--- src/sv/tsvf_pkg.sv ---
// ----------------------------------------------------------------------------
// tsvf_pkg
// shared constants, register codes and the microcode table of the filter core
// ----------------------------------------------------------------------------
`default_nettype none

package tsvf_pkg;

    localparam int MAX_STAGES = 8;
    localparam int CHANNELS   = 2;
    localparam int SLOTS      = MAX_STAGES * CHANNELS;
    localparam int STAGE_W    = (MAX_STAGES > 1) ? $clog2(MAX_STAGES) : 1;
    localparam int CH_W       = (CHANNELS > 1) ? $clog2(CHANNELS) : 1;
    localparam int SLOT_W     = (SLOTS > 1) ? $clog2(SLOTS) : 1;

    localparam int SAMPLE_W = 24;
    localparam int STATE_W  = 32;
    localparam int CFG_W    = 25;
    localparam int CIDX_W   = 3;
    localparam int UC_W     = 3;

    localparam int Q24_ONE = 1 << 24;

    // register indexes
    localparam logic [CIDX_W-1:0] CFG_STAGES = 3'd0;
    localparam logic [CIDX_W-1:0] CFG_MODE   = 3'd1;
    localparam logic [CIDX_W-1:0] CFG_G      = 3'd2;
    localparam logic [CIDX_W-1:0] CFG_R      = 3'd3;
    localparam logic [CIDX_W-1:0] CFG_H      = 3'd4;

    // response modes
    localparam logic [1:0] MODE_LP    = 2'd0;
    localparam logic [1:0] MODE_BP    = 2'd1;
    localparam logic [1:0] MODE_HP    = 2'd2;
    localparam logic [1:0] MODE_NOTCH = 2'd3;

    // register reset values
    localparam logic [3:0]  RST_STAGES = 4'd1;
    localparam logic [1:0]  RST_MODE   = MODE_LP;
    localparam logic [23:0] RST_G      = 24'd1048576;
    localparam logic [23:0] RST_R      = 24'd741455;
    localparam logic [24:0] RST_H      = 25'd4914615;

    // multiplier operand pairs
    typedef enum logic [1:0] {
        MS_KS1 = 2'd0,
        MS_PH  = 2'd1,
        MS_GHP = 2'd2,
        MS_GBP = 2'd3
    } t_mul_src;

    typedef enum logic {
        JMP_NEXT = 1'b0,
        JMP_LOOP = 1'b1
    } t_jump;

    typedef struct packed {
        logic     mul_en;
        t_mul_src mul_src;
        logic     ld_state;
        logic     ld_pre;
        logic     ld_hp;
        logic     ld_bp;
        logic     ld_out;
        t_jump    jmp;
    } t_ctrl;

    // one stage of the filter, eight control words
    function automatic t_ctrl ucode(input logic [UC_W-1:0] step);
        t_ctrl w;
        w = '0;
        case (step)
            3'd0: begin
                w.mul_en   = 1'b1;
                w.mul_src  = MS_KS1;
                w.ld_state = 1'b1;
            end
            3'd1: w.ld_pre = 1'b1;
            3'd2: begin
                w.mul_en  = 1'b1;
                w.mul_src = MS_PH;
            end
            3'd3: w.ld_hp = 1'b1;
            3'd4: begin
                w.mul_en  = 1'b1;
                w.mul_src = MS_GHP;
            end
            3'd5: w.ld_bp = 1'b1;
            3'd6: begin
                w.mul_en  = 1'b1;
                w.mul_src = MS_GBP;
            end
            3'd7: begin
                w.ld_out = 1'b1;
                w.jmp    = JMP_LOOP;
            end
            default: w = '0;
        endcase
        return w;
    endfunction

endpackage

`default_nettype wire

--- src/sv/tsvf_seq.sv ---
// ----------------------------------------------------------------------------
// tsvf_seq
// microcode sequencer: step counter, stage counter, handshake and control word
// ----------------------------------------------------------------------------
`default_nettype none

module tsvf_seq (
    input  logic                        i_clk,
    input  logic                        i_rst_n,
    input  logic                        i_in_valid,
    output logic                        o_in_ready,
    input  logic [0:0]                  i_channel_index,
    input  logic [3:0]                  i_stages,
    input  logic                        i_out_free,
    output logic                        o_start,
    output logic                        o_out_load,
    output logic [tsvf_pkg::SLOT_W-1:0] o_slot,
    output tsvf_pkg::t_ctrl             o_ctrl
);
    import tsvf_pkg::*;

    typedef enum logic [2:0] {
        ST_IDLE = 3'b001,
        ST_RUN  = 3'b010,
        ST_DONE = 3'b100
    } t_state;

    t_state              r_state, n_state;
    logic [UC_W-1:0]     r_step, n_step;
    logic [STAGE_W-1:0]  r_stage, n_stage;
    logic [CH_W-1:0]     r_ch, n_ch;
    logic [5:0]          n_eff;
    logic                last_stage;

    assign n_eff = (6'(i_stages) > 6'(MAX_STAGES)) ? 6'(MAX_STAGES) : 6'(i_stages);
    assign last_stage = ((6'(r_stage) + 6'd1) == n_eff);

    assign o_ctrl     = (r_state == ST_RUN) ? ucode(r_step) : '0;
    assign o_in_ready = (r_state == ST_IDLE);
    assign o_start    = o_in_ready & i_in_valid;
    assign o_out_load = (r_state == ST_DONE) & i_out_free;
    assign o_slot     = SLOT_W'(int'(r_stage) * CHANNELS + int'(r_ch));

    always_comb begin
        n_state = r_state;
        n_step  = r_step;
        n_stage = r_stage;
        n_ch    = r_ch;
        case (r_state)
            ST_IDLE: begin
                if (i_in_valid) begin
                    n_ch    = CH_W'(int'(i_channel_index) % CHANNELS);
                    n_stage = '0;
                    n_step  = '0;
                    n_state = (i_stages == 4'd0) ? ST_DONE : ST_RUN;
                end
            end
            ST_RUN: begin
                if (o_ctrl.jmp == JMP_LOOP) begin
                    if (last_stage) begin
                        n_state = ST_DONE;
                    end else begin
                        n_stage = r_stage + 1'b1;
                        n_step  = '0;
                    end
                end else begin
                    n_step = r_step + 1'b1;
                end
            end
            ST_DONE: begin
                if (i_out_free) begin
                    n_state = ST_IDLE;
                end
            end
            default: n_state = ST_IDLE;
        endcase
    end

    always_ff @(posedge i_clk) begin
        if (!i_rst_n) begin
            r_state <= ST_IDLE;
            r_step  <= '0;
            r_stage <= '0;
            r_ch    <= '0;
        end else begin
            r_state <= n_state;
            r_step  <= n_step;
            r_stage <= n_stage;
            r_ch    <= n_ch;
        end
    end

endmodule

`default_nettype wire

--- config.mk ---
export PLATFORM = sky130hd
export DESIGN_NAME = tsvf_seq
export DESIGN_NICKNAME = d
export VERILOG_FILES = /design/src/sv/tsvf_pkg.sv /design/src/sv/tsvf_seq.sv
export SDC_FILE = /design/constraint.sdc
export NUM_CORES = 1
export LEC_CHECK = 0
export ABC_CLOCK_PERIOD_IN_PS = 4100
export BUFFER_PORTS_ARGS = -buffer_cell sky130_fd_sc_hd__buf_2
export CAP_MARGIN = 15
export CORE_UTILIZATION = 54
export DETAILED_ROUTE_END_ITERATION = 8
export PLACE_DENSITY = 0.83
export SLEW_MARGIN = 0
export SYNTH_ARGS = -nofsm -noshare
export SYNTH_HDL_FRONTEND = slang
export SYNTH_SLANG_ARGS = --single-unit
--- constraint.sdc ---
create_clock -name i_clk -period 4.1 [get_ports i_clk]
set_input_delay 0.41 -clock i_clk [delete_from_list [all_inputs] [get_ports i_clk]]
set_output_delay 0.41 -clock i_clk [all_outputs]
set_load 0.01 [all_outputs]
==> results of run 1 <==
## cells in the mapped netlist (2+ instances only)
master	instances	area [µm²]
dfxtp_1	10	200
nand2_1	9	33.8
a21oi_1	7	35.0
ha_1	7	87.6
inv_1	6	22.5
nor2_1	6	22.5
and3_1	4	25.0
nand3_1	4	20.0
nor3b_1	4	30.0
o22ai_1	4	25.0
a31oi_1	3	18.8
and2_1	3	18.8
buf_4	3	22.5
nor3_1	3	15.0
xnor2_1	3	26.3
nand3b_1	2	15.0
nor2b_1	2	12.5
## flip-flops by register name (all words and copies together), names as in the netlist
register	count
r_state	3
r_stage	3
r_step	3
r_ch	1
## metrics by stage
stage | hold WS, ns | cells | power, mW
after floorplan | 0.437 | 102 | 0.261
after global placement | 0.444 | 136 | 0.288
after detailed placement | 0.445 | 136 | 0.293
after CTS | 0.371 | 140 | 0.385
after global routing | 0.382 | 140 | 0.410
final | 0.371 | 140 | 0.385
## report_power, final
| group | switching [mW] | leakage, nW | internal [mW] |
|---|---|---|---|
| logic | 0.0834 | 0.351 | 0.0702 |
| clock network | 0.0395 | 0.0210 | 0.0540 |
| registers | 0.0280 | 0.0813 | 0.110 |
## path summary, 6_finish.rpt
check | from | to | slack (ns) | cells past startpoint
max | r_state[1] | o_ctrl[1] | 1.95 | 3
min | i_channel_index | r_ch | 0.37 | 3
max reg2reg | r_step[0] | r_state[2] | 2.26 | 7
min reg2reg | r_ch | r_ch | 0.45 | 2
## layer usage
layer  vias to the layer above  wire, µm  share of wire [%]  track usage [%]
met5                         -         0                  0                0
met4                         0        70                3.6             11.6
met3                        10        92                4.8             3.91
met2                        39       902                 47             40.6
met1                       372       864                 45             31.3
li1                        417         -                  -                -
## tightest hold or removal path, stage by stage
cell and delay [ns]:
buf_2 0.09, nand2_1 0.05, a21oi_1 0.05
## area by class of cell
cell class                 count  area, µm²  area share [%]
sequential                    10        200            20.4
timing repair buffer          24        120            12.2
inverter                       7       31.3            3.19
multi-input combinational     80        574            58.5
tap                           15       18.8            1.91
clock buffer                   4       36.3            3.70
## cell families after synthesis
kind of cell,Yosys count,share of synthesized area (%)
buffers and inverters,12,8.16
adders and majority gates,7,10.4
and+or+nand+nor,45,32.8
AOI/OAI and AO/OA,24,20.6
DFF,10,23.7
xor gates and xnor gates,3,3.12
muxes,1,1.19
==> flow_metrics.env, run 1 <==
export IMPL_synth_edf_count=0
export IMPL_drv_slew=0
export IMPL_most_common_layout_cells="24 x buf_2, 10 x dfxtp_1, 9 x nand2_1"
export IMPL_drive_gt1_share_pct=28.8
export IMPL_start_util_pct=61.0
export IMPL_post_route_drc_count=0
export IMPL_ctsLongestPathBuffers=2
export IMPL_cp_slowest_cell="dfxtp_1"
export IMPL_status="complete, no violations"
export IMPL_syn_inst=102
export IMPL_area_growth_syn_to_layout_pct=16.3
export IMPL_max_freq_mhz=465
export IMPL_cts_root_buf="clkbuf_4"
export IMPL_finalSetupTns_ns=0
export IMPL_drt_wirelength_per_cell_um=13.8
export IMPL_period_share_pct=52.5
export IMPL_holdCritPathClass="input port to flop"
export IMPL_gr_total_overflow=0
export IMPL_yosys_warnings=0
export IMPL_rows=13
export IMPL_h_tree_depth=1
export IMPL_critPathBufInv=1
export IMPL_synth_fp_nets=118
export IMPL_seq_area_frac_synth_pct=23.7
export IMPL_finalWirelength_mm=1.93
export IMPL_cts_sinks=10
export IMPL_fin_ws_ns=1.95
export IMPL_dieArea_um2=1720
export IMPL_crit_type="flop to primary output"
export IMPL_dr_pass1_iters=4
export IMPL_end_kind="primary output"
export IMPL_worstPathCellList="nor3b_2, and2_1, buf_2"
export IMPL_placed_cell_area_um2=945
export IMPL_required_ns=3.69
export IMPL_hold_buffers=0
export IMPL_grt_pass1_vias=734
export IMPL_vias_per_cell=5.99
export IMPL_portBuffers=24
export IMPL_clk_pin_slew_ns=0.08
export IMPL_irDropWorstVdd_v=0.000232
export IMPL_synth_distinct_cells=39
export IMPL_async_reset_ff_share_pct=0
export IMPL_tightest_slew_ns=0.526
export IMPL_cts_buffers=3
export IMPL_relSlewSlack_pct=64.4
export IMPL_syn_avg_cell_area_um2=8.27
export IMPL_grt_antenna_before_repair=0
export IMPL_worstSetupStartpointType="flop"
export IMPL_ios=25
export IMPL_maxCapViolations=0
export IMPL_gr_usage_all_layers_pct=24.7
export IMPL_hold_viol_final=0
export IMPL_slowest_delay_ns=0.53
export IMPL_grt_pass1_wl_mm=3.35
export IMPL_post_route_util_pct=71.0
export IMPL_first_iter_violations=18
export IMPL_postCtsResizedCells=0
export IMPL_crit_fanout=10
export IMPL_rsz0062_at_grt="false"
export IMPL_antenna_left=0
export IMPL_core_area_um2=1380
export IMPL_yosys_register_bits=10
export IMPL_p_leak_nw=0.453
export IMPL_timing_final_crit_period_ns=2.15
export IMPL_design_area_um2=981
export IMPL_die_w_um=41.5
export IMPL_cpLargestDelayFamily="simple AND/OR/NAND/NOR gates"
export IMPL_p_per_area_nw_per_um2=393
export IMPL_num_vias=838
export IMPL_nFillCells=102
export IMPL_synthesis_area_um2=843
export IMPL_mostFrequentLayoutCell="buf_2"
export IMPL_grt_start_max_net_pins=14
export IMPL_n_antenna_cell=0
export IMPL_clock_skew_final_ns=0.000967
export IMPL_cts_tree="yes"
export IMPL_gp_congestion=0.801
export IMPL_cts_setup_buffers=0
export IMPL_clk_latency_ns=0.27
export IMPL_synth_flop_cell="dfxtp_1"
export IMPL_setup_viol=0
export IMPL_crit_arrival_ns=1.74
export IMPL_fp_dieH_um=41.5
export IMPL_pre_cts_ws_ns=2.30
export IMPL_hpwl_mm=1.41
export IMPL_fin_nets=142
No activity file was read; power rests on OpenSTA's default activity.
==> run 2: changes to the inputs <==
Settings changed: ABC_AREA set to 1, ABC_CLOCK_PERIOD_IN_PS 4100 to 2100, CORE_UTILIZATION 54 to 49, PLACE_DENSITY 0.83 to 0.77.
Clock period 4.1 ns to 2.1 ns, I/O delays scaled along.
==> flow_metrics.env, run 2 <==
export IMPL_status="complete, no violations"
export IMPL_yosys_warnings=0
export IMPL_synth_edf_count=0
export IMPL_r2r_start="r_step[0]"
export IMPL_fin_nets=162
export IMPL_reg_top3="r_stage: 3 flops, r_state: 3 flops, r_step: 3 flops"
export IMPL_cts_setup_buffers=0
export IMPL_p_per_area_nw_per_um2=809
export IMPL_synth_flop_cell="dfxtp_1"
export IMPL_grt_antenna_before_repair=0
export IMPL_rows=14
export IMPL_p_leak_nw=0.509
export IMPL_syn_inst=120
export IMPL_grt_start_max_net_pins=13
export IMPL_end_kind="primary output"
export IMPL_post_route_util_pct=63.3
export IMPL_finalWirelength_mm=1.58
export IMPL_cts_buffers=3
export IMPL_synth_area_leaders="dfxtp_1 25%, ha_1 11%, nand2_1 8.8%, inv_1 8.4%, nand3_1 5.6%"
export IMPL_finalSetupTns_ns=0
export IMPL_most_common_layout_cells="24 x buf_2, 19 x nand2_1, 18 x inv_1"
export IMPL_crit_arrival_ns=1.52
export IMPL_rsz0062_at_grt="false"
export IMPL_ios=25
export IMPL_h_tree_depth=1
export IMPL_yosysTopAreaCellShare_pct=24.8
export IMPL_seq_area_frac_synth_pct=24.8
export IMPL_synth_fp_nets=136
export IMPL_dieArea_um2=1820
export IMPL_grt_pass1_vias=673
export IMPL_relSlewSlack_pct=76.3
export IMPL_cp_startpoint="r_step[0]"
export IMPL_grt_pass1_wl_mm=2.70
export IMPL_dr_pass1_iters=4
export IMPL_synthesis_area_um2=808
export IMPL_area_growth_syn_to_layout_pct=19.3
export IMPL_fp_dieH_um=42.6
export IMPL_period_share_pct=82.5
export IMPL_hpwl_mm=1.33
export IMPL_gr_usage_all_layers_pct=19.7
export IMPL_synth_most_common_cell="nand2_1"
export IMPL_num_vias=803
export IMPL_syn_avg_cell_area_um2=6.74
export IMPL_clk_latency_ns=0.26
export IMPL_postCtsResizedCells=0
export IMPL_die_w_um=42.6
export IMPL_timing_final_crit_period_ns=1.73
export IMPL_cts_root_buf="clkbuf_4"
export IMPL_crit_type="flop to primary output"
export IMPL_core_area_um2=1520
export IMPL_drv_slew=0
export IMPL_antenna_left=0
export IMPL_crit_fanout=5
export IMPL_vias_per_cell=4.99
export IMPL_setup_viol=0
export IMPL_cts_tree="yes"
export IMPL_post_route_drc_count=0
export IMPL_hold_path_startpoint="i_channel_index"
export IMPL_hold_buffers=0
export IMPL_n_antenna_cell=0
export IMPL_mostFrequentLayoutCell="buf_2"
export IMPL_synth_distinct_cells=26
export IMPL_worstSetupStartpointType="flop"
export IMPL_required_ns=1.89
export IMPL_maxCapViolations=0
export IMPL_clk_pin_slew_ns=0.06
export IMPL_async_reset_ff_share_pct=0
export IMPL_synth_area_leader_cell="dfxtp_1"
export IMPL_hold_viol_final=0
export IMPL_ctsLongestPathBuffers=2
export IMPL_yosys_register_bits=10
export IMPL_portBuffers=24
export IMPL_drt_wirelength_per_cell_um=9.83
export IMPL_first_iter_violations=11
export IMPL_synth_common_cells="19 x nand2_1, 18 x inv_1, 11 x nor2_1, 10 x dfxtp_1, 9 x nand3_1"
export IMPL_max_freq_mhz=578
export IMPL_gp_congestion=0.878
export IMPL_irDropWorstVdd_v=0.000493
export IMPL_gr_total_overflow=0
export IMPL_tightest_slew_ns=0.353
export IMPL_holdCritPathClass="input port to flop"
export IMPL_cts_sinks=10
export IMPL_start_util_pct=53.0
export IMPL_drive_gt1_share_pct=33.8
export IMPL_clock_skew_final_ns=0.00198
## run 2: cell count changes after synthesis, sizes merged, moves of 5 or more
cell / previous run / this run
nand3: 4 / 12
inv: 6 / 26
nand2: 10 / 24
nor3b: 6 / 0
nor2: 6 / 14
o21ai: 0 / 5
## run 2: worst max-delay path, cell delays in order (launching register included)
cell,delay [ns]
dfxtp_1,0.41
ha_1,0.20
ha_1,0.22
inv_1,0.07
nor2_2,0.19
buf_2,0.18
## run 2: final timing paths
| path | cells past startpoint | endpoint | slack, ns |
|---|---|---|---|
| worst max-delay path | 5 | o_ctrl[1] | 0.37 |
| worst min-delay path | 3 | r_ch | 0.17 |
| worst min register to register | 2 | r_ch | 0.52 |
| worst max register to register | 10 | r_state[2] | 0.55 |
## run 2: metrics by stage
step	instances	cell area, µm²	hold WS [ns]	setup WS, ns	power [mW]
2_1_floorplan	120	808	0.345	0.614	0.539
3_3_place_gp	157	928	0.437	0.606	0.606
3_5_place_dp	157	928	0.452	0.572	0.612
4_1_cts	161	965	0.164	0.340	0.788
5_1_grt	161	965	0.196	0.257	0.847
6_report	161	965	0.172	0.368	0.780
## run 2: cell families (layout without fill, tap and decap cells)
family / after synthesis / in the layout / synth area share [%]
AOI/OAI and AO/OA: 16 / 16 / 11.9
adders and majority gates: 7 / 7 / 10.8
buffers and inverters: 29 / 54 / 14.9
DFF: 10 / 10 / 24.8
and+or+nand+nor: 58 / 58 / 37.6
## run 2: layout make-up
cell class | count | area [µm²]
clock buffers | 4 | 36.3
fillers | 148 | 559
inverters | 26 | 100
multi-input cells | 81 | 488
flip-flops and latches | 10 | 200
well taps | 16 | 20.0
repair buffers | 24 | 120
## run 2: routing by layer
| layer | vias up | routed length, µm | track usage (%) |
|---|---|---|---|
| met2 | 27 | 746 | 31.7 |
| li1 | 436 | - | - |
| met4 | 0 | 6 | 7.50 |
| met3 | 2 | 108 | 5.17 |
| met1 | 338 | 721 | 25.0 |
| met5 | - | 0 | 0 |
## run 2: where the power goes
part | leakage [nW] | switching (mW) | internal (mW)
Clock | 0.0210 | 0.0665 | 0.105
Combinational | 0.407 | 0.219 | 0.127
Sequential | 0.0815 | 0.0361 | 0.226
Total | 0.509 | 0.322 | 0.458
